File: src/design/mi3_pkg.sv
`timescale 1ns / 1ps
`default_nettype none
package mi3_pkg;

	localparam int ELEM_W = 32;
	localparam int FRACTION_BITS_DEF = 16;
	localparam int THR_W = 48;
	localparam logic [THR_W-1:0] THR_RESET = 48'd281475;
	localparam int LANES = 9;
	localparam int PROD_W = 64;
	localparam int ADJ_W = 65;
	localparam int PART_W = 65;
	localparam int DET_W = 99;
	localparam int DMAG_W = 98;
	// one quotient bit per cell; bit 32 only flags overflow
	localparam int QBITS = 33;

	// adjugate entry i = m[PL_A]*m[PL_B] - m[PR_A]*m[PR_B]
	localparam int PL_A [LANES] = '{4, 2, 1, 5, 0, 2, 3, 1, 0};
	localparam int PL_B [LANES] = '{8, 7, 5, 6, 8, 3, 7, 6, 4};
	localparam int PR_A [LANES] = '{5, 1, 2, 3, 2, 0, 4, 0, 1};
	localparam int PR_B [LANES] = '{7, 8, 4, 8, 6, 5, 6, 7, 3};
	// first-row cofactors for the determinant
	localparam int COF_IDX [3] = '{0, 3, 6};

	typedef logic [LANES-1:0][ELEM_W-1:0] mat_t;

	typedef struct packed {
		logic signed [ELEM_W-1:0] a00;
		logic signed [ELEM_W-1:0] a01;
		logic signed [ELEM_W-1:0] a02;
		logic signed [ELEM_W-1:0] a10;
		logic signed [ELEM_W-1:0] a11;
		logic signed [ELEM_W-1:0] a12;
		logic signed [ELEM_W-1:0] a20;
		logic signed [ELEM_W-1:0] a21;
		logic signed [ELEM_W-1:0] a22;
	} in_t;

	typedef struct packed {
		logic signed [ELEM_W-1:0] r00;
		logic signed [ELEM_W-1:0] r01;
		logic signed [ELEM_W-1:0] r02;
		logic signed [ELEM_W-1:0] r10;
		logic signed [ELEM_W-1:0] r11;
		logic signed [ELEM_W-1:0] r12;
		logic signed [ELEM_W-1:0] r20;
		logic signed [ELEM_W-1:0] r21;
		logic signed [ELEM_W-1:0] r22;
		logic signed [ELEM_W-1:0] determinant_value;
		logic singular;
		logic saturated;
	} out_t;

	typedef struct packed {
		logic [LANES-1:0][DMAG_W-1:0] rem;
		logic [LANES-1:0][QBITS-1:0] qn;
		logic [LANES-1:0] qneg;
		logic [LANES-1:0] ovf;
		logic [DMAG_W-1:0] dmag;
		in_t mat;
		logic [ELEM_W-1:0] det_out;
		logic sing;
		logic det_clip;
	} cell_t;

	function automatic mat_t to_mat(input in_t a);
		mat_t m;
		m[0] = a.a00; m[1] = a.a01; m[2] = a.a02;
		m[3] = a.a10; m[4] = a.a11; m[5] = a.a12;
		m[6] = a.a20; m[7] = a.a21; m[8] = a.a22;
		return m;
	endfunction

	// clip a sign-magnitude quotient to 32-bit two's complement
	function automatic logic [ELEM_W:0] sat_q(input logic [QBITS-1:0] q, input logic neg,
			input logic ovf);
		logic [QBITS-1:0] lim;
		logic clip;
		logic [ELEM_W-1:0] v;
		lim = neg ? 33'h080000000 : 33'h07FFFFFFF;
		clip = ovf || (q > lim);
		if (clip) begin
			v = neg ? 32'h80000000 : 32'h7FFFFFFF;
		end else begin
			v = neg ? (32'd0 - q[ELEM_W-1:0]) : q[ELEM_W-1:0];
		end
		return {clip, v};
	endfunction

endpackage
`default_nettype wire

File: src/design/mi3_back.sv
`timescale 1ns / 1ps
`default_nettype none
module mi3_back (
	input  wire             clk,
	input  wire             arst_n,
	input  wire             vld_in,
	input  mi3_pkg::cell_t  din,
	output logic            en,
	output logic            out_valid,
	input  wire             out_stall,
	output mi3_pkg::out_t   out_data
);
	localparam int NL = mi3_pkg::LANES;

	mi3_pkg::out_t res, out_q, skid_q;
	logic out_vld_q, skid_vld_q;
	logic take, load;
	logic [NL-1:0] clip;
	logic [NL-1:0][mi3_pkg::ELEM_W-1:0] qv;
	mi3_pkg::mat_t m;

	always_comb begin
		m = mi3_pkg::to_mat(din.mat);
		for (int i = 0; i < NL; i++) begin
			{clip[i], qv[i]} = mi3_pkg::sat_q(din.qn[i], din.qneg[i], din.ovf[i]);
			if (din.sing) begin
				qv[i] = m[i];
			end
		end
		res.r00 = qv[0]; res.r01 = qv[1]; res.r02 = qv[2];
		res.r10 = qv[3]; res.r11 = qv[4]; res.r12 = qv[5];
		res.r20 = qv[6]; res.r21 = qv[7]; res.r22 = qv[8];
		res.determinant_value = din.det_out;
		res.singular = din.sing;
		res.saturated = din.det_clip | (~din.sing & (|clip));
	end

	// pipeline freezes only while the skid word is held
	assign en = ~skid_vld_q;
	assign take = vld_in & en;
	assign load = ~out_vld_q | ~out_stall;

	always_ff @(posedge clk or negedge arst_n) begin
		if (!arst_n) begin
			out_vld_q <= 1'b0;
			skid_vld_q <= 1'b0;
		end else if (load) begin
			out_vld_q <= skid_vld_q | take;
			skid_vld_q <= 1'b0;
		end else if (take) begin
			skid_vld_q <= 1'b1;
		end
	end

	always_ff @(posedge clk) begin
		if (load) begin
			out_q <= skid_vld_q ? skid_q : res;
		end else if (take) begin
			skid_q <= res;
		end
	end

	assign out_valid = out_vld_q;
	assign out_data = out_q;

endmodule
`default_nettype wire

File: config.mk
export PLATFORM = sky130hd
export DESIGN_NAME = mi3_back
export DESIGN_NICKNAME = d
export VERILOG_FILES = /design/src/design/mi3_pkg.sv /design/src/design/mi3_back.sv
export SDC_FILE = /design/constraint.sdc
export NUM_CORES = 2
export LEC_CHECK = 0
export BUFFER_PORTS_ARGS = -buffer_cell sky130_fd_sc_hd__buf_2
export CORE_AREA = 2 2 760 762
export CTS_BUF_LIST = sky130_fd_sc_hd__clkbuf_4
export DETAILED_ROUTE_END_ITERATION = 7
export DIE_AREA = 0 0 762 764
export PLACE_DENSITY = 0.3
export SLEW_MARGIN = 20
export SYNTH_ARGS = -nofsm -noshare
export SYNTH_HDL_FRONTEND = slang
export SYNTH_SLANG_ARGS = --single-unit
File: constraint.sdc
create_clock -name clk -period 48 [get_ports clk]
set_input_delay 4.8 -clock clk [delete_from_list [all_inputs] [get_ports clk]]
set_output_delay 4.8 -clock clk [all_outputs]
set_load 0.1 [all_outputs]
# Yosys cells after proc, flatten, opt, wreduce, memory -nomap -nowiden
# Index checks and enable logic that the tools add are counted.
totals:
  reg_bits: 646
  output_inout_bits: 324
  elab_cells: 114
op_classes:
  addsub: 9
  order_cmp: 9
  mux: 48
  n_bitwise: 10
  n_reduce_logical: 12
op_table:
  columns: ["cell", "count"]
  rows:
  - ["32-bit 2-to-1 mux", 45]
  - ["322-bit 2-to-1 mux", 1]
  - ["33-bit by 32-bit greater-than comparator with 1-bit output", 9]
  - ["1-bit by 32-bit subtractor with 32-bit output (first input constant)", 9]
  - ["1-bit logical OR", 9]
  - ["9-bit OR reduction", 1]
  - ["1-bit NOT", 5]
  - ["1-bit OR", 3]
  - ["1-bit AND", 2]
  - ["1-bit 2-to-1 mux", 2]
  - ["2-bit AND reduction", 1]
  - ["2-bit nonzero test", 1]

# Depth between registers and ports, before layout
logic_depth:
  ltp_word: 7
  mapped_depth: 15

# Worst setup path before layout
# No wires, ideal clock.
synth_path:
  kind: "input-to-reg"
  from: "input port out_stall"
  to: "register skid_q[0] in the netlist's numbering, enable pin"
  setup_time_ns: 6.940
  arrival_time_ns: 47.527
  t_required_ns: 41.060
  slack_ns: -6.467
  stages: 2
  path_buffers: 0
  path_cell_list: "nand2_1 nor3b_1"
synth_between:
  elab_chain_len: 4
synth_lines:
  columns: ["element", "line_no", "source"]
  rows:
  - ["start: declaration", "mi3_back.sv:10", "input wire out_stall,"]
  - ["1-bit NOT", "mi3_back.sv:41", "assign load = ~out_vld_q | ~out_stall;"]
  - ["1-bit OR", "mi3_back.sv:41", null]
  - ["1-bit NOT (no source line)", null, null]
  - ["2-bit AND reduction (no source line)", null, null]
  - ["end signal: assignment", "mi3_back.sv:59", "skid_q <= res;"]
  - ["end: declaration", "mi3_back.sv:15", "mi3_pkg::out_t res, out_q, skid_q;"]
# Every way passes these cells.
# A chain may end at the register's enable or synchronous reset.

==> flow_summary.json <==
{
  "overflow": 0,
  "ir_worst_vdd_uv": 18.6,
  "cp_num_buf_inv": 4,
  "synth_fa_ha_area_share_pct": 8.64,
  "synthArstFlopShare_pct": 0.310,
  "antenna_found_initial": 223,
  "clock_sinks": 646,
  "synthSimpleGateAreaFrac_pct": 17.2,
  "grt_pass1_wl_um": 404000,
  "synth-compound-area-share_pct": 21.0,
  "die-height_um": 764,
  "vias": 41400,
  "met1_length_um": 131000,
  "cpPeakStageDelay_ns": 0.76,
  "drive_gt1_share_pct": 29.0,
  "top_layer": "met5",
  "period_minus_slack_ns": 9.98,
  "worst_pin_slew_ns": 1.06,
  "dieWidth_um": 762,
  "fill_cells": 66600,
  "dieArea_mm2": 0.582,
  "timing.final.crit_share_pct": 20.8,
  "yosys_register_bits": 646,
  "hold_buffers": 0,
  "path_delay_family": "buffers and inverters",
  "cpMostUsedCell": "buf_4",
  "cp.required_ns": 48.98,
  "ys_seq_area_share_pct": 45.1,
  "synth_mux_area_share_pct": 4.74,
  "cts_buffers": 213,
  "clk_path_buf_depth": 4,
  "min_path_type": "register to register",
  "dp_cells": 12700,
  "coreArea_mm2": 0.575,
  "num_rows": 279,
  "power_density_mw_per_mm2": 32.5,
  "critPathKind": "input port to register",
  "finalSetupTns_ns": 0,
  "rsz0062_at_grt": "false",
  "synth-edff-count": 644,
  "cp_slowest_cell": "clkinv_1",
  "synth_top_family_by_area": "compound AO/OA/AOI/OAI gates",
  "cp-start-kind": "input port",
  "drt_iter0_drc": 2517,
  "cellLeakagePower_nw": 20.4,
  "num-nets-final": 7281,
  "syn_nets": 6270,
  "crit_arrival_ns": 10.96,
  "wl_um": 315000,
  "clkLatencyLatePin_ns": 1.41,
  "ant_nets": 0,
  "dr_wl_met2_um": 135000,
  "path_cells": "buf_2, clkinv_1, buf_4, ha_1, nand4b_1, nor4_1, nand4_1, o41a_1, buf_4, or2_2, a21oi_4, a32oi_1, mux2_2",
  "min_from": "skid_q[149]",
  "critPathMaxFanout": 35,
  "gp_congestion": 0.784,
  "synth_cell_types": 89,
  "setup_violations": 0,
  "yosysWarnings": 0,
  "startpoint": "din[434]",
  "worst_setup_path_end_kind": "register",
  "cts_tree": "done",
  "status": "finished clean",
  "synthXorXnorAreaFrac_pct": 0.305,
  "hpwl_um": 258000,
  "grt_pass1_vias": 40400,
  "io_buffer_count": 964,
  "vias_per_cell": 3.14,
  "skew_ns": 0.197,
  "syn_area_mm2": 0.0430,
  "fin_ws_ns": 38.02,
  "r2r_start": "skid_vld_q",
  "start_util_pct": 7.48,
  "fmax_ghz": 0.100,
  "pin_count": 1945,
  "route.met3.wl_um": 33300,
  "pre_cts_ws_ns": 36.52,
  "htree_levels": 4,
  "slew_violations": 0,
  "max_cap_viol_count": 0,
  "clk_pin_slew_ns": 0.07,
  "syn2layout_area_growth_pct": 39.4,
  "drc": 0,
  "dr.pass1.iters": 5,
  "cts_resized": 0,
  "wire_per_inst_um": 23.9,
  "hold_viol_final": 0,
  "finalNonFillerCells": 13200,
  "post_synth_inst_count": 4352,
  "ys.flop_type": "edfxtp_1",
  "grtUsageTotal_pct": 10.4,
  "cts_setup_buffers": 0,
  "grt_start_max_net_pins": 93,
  "root_buffer": "clkbuf_4",
  "syn_avg_cell_area_um2": 9.88,
  "slew_headroom_pct": 30.0
}
[worst reg2reg max path: cells and delay by family, from the launching register on]
| kind | cells | cell delay [ns] |
|---|---|---|
| AOI/OAI and AO/OA | 1 | 0.47 |
| buffers and inverters | 4 | 2.48 |
| DFF | 1 | 0.94 |
[final cells by class]
type                            count  area, µm²  share of cell area, %
Antenna cell                       93        233                  0.388
Clock buffer                      283       2120                   3.54
Clock inverter                     78        420                  0.701
Inverter                           79        312                  0.520
Multi-Input combinational cell   3370      22500                   37.5
Sequential cell                   646      19400                   32.3
Tap cell                         7587       9490                   15.8
Timing Repair Buffer             1053       5530                   9.22
[layer usage]
metal	track usage [%]	up-vias
li1	-	19200
met2	15.9	1524
met4	4.09	166
met1	12.8	20000
met5	0	-
met3	4.32	566
[synthesized netlist by cell type, drive strengths merged (40+ instances only)]
master,instances,area [µm²]
nand2b,53,332
clkbuf,225,846
nor2,421,1580
nand3,50,250
o21a,50,383
or3,66,418
nand4,61,382
nand2,443,1660
ha,297,3720
mux2i,52,521
o21ai,295,1480
nor3,149,766
a21oi,380,1910
edfxtp,644,19300
mux2,135,1520
o31ai,183,1420
o221ai,40,357
a31oi,49,307
a211oi,51,383
nor4,69,529
inv,72,270
[stage by stage]
step	power (W)	hold WS (ns)	utilization [%]	instance area, µm²
floorplan	0.00112	0.496	-	43000
global placement	0.00138	0.508	9.94	57200
detailed placement	0.00138	0.515	9.94	57200
CTS	0.00202	0.424	10.4	59700
global route	0.00206	0.458	10.4	59800
finish	0.00195	0.459	10.4	60000
[registers in the layout, summed over array words and instances (netlist names)]
register / cells
out_data: 322
skid_q: 322
out_valid: 1
skid_vld_q: 1
[final timing paths]
kind | to | cells past startpoint | slack, ns
min in group asynchronous | out_valid | 1 | 3.25
max in group asynchronous | skid_vld_q | 1 | 44.64
setup reg to reg | out_data[125] | 5 | 43.72
hold reg to reg | out_data[149] | 1 | 0.46
hold / removal | out_data[149] | 1 | 0.46
setup / recovery | out_data[157] | 13 | 38.02
[power by group]
group	switching (W)	internal (W)
Sequential	0.0000194	0.000683
Combinational	0.000518	0.000123
Clock	0.000320	0.000285
Total	0.000857	0.00109
[layout by cell type, fill, tap and decap left out, types with 49 or more instances in the layout]
cell type  Yosys  routed
o21a_1        49      49
diode_2        0      93
mux2_2       135     135
nand2b_1      53      53
buf_2         12     963
nor3_1       145     144
clkinv_1       7      63
edfxtp_1     644     644
nand2_1      443     441
o21ai_0      287     285
a31oi_1       49      49
o31ai_1      180     179
inv_1         72      70
nor4_1        59      59
ha_1         297     297
mux2i_1       52      52
or3_1         65      65
a21oi_1      379     378
a211oi_1      51      49
buf_4          0      87
clkbuf_4       0     283
nand4_1       61      61
nor2_1       421     417
nand3_1       50      50
[logic make-up after synthesis]
kind of cell	Yosys count
compound gates	1372
simple gates	1499
mux	187
fa+ha+maj	297
buf+inv	336
flops	646
xor+xnor	15
Power figures use the tool's default switching activity.
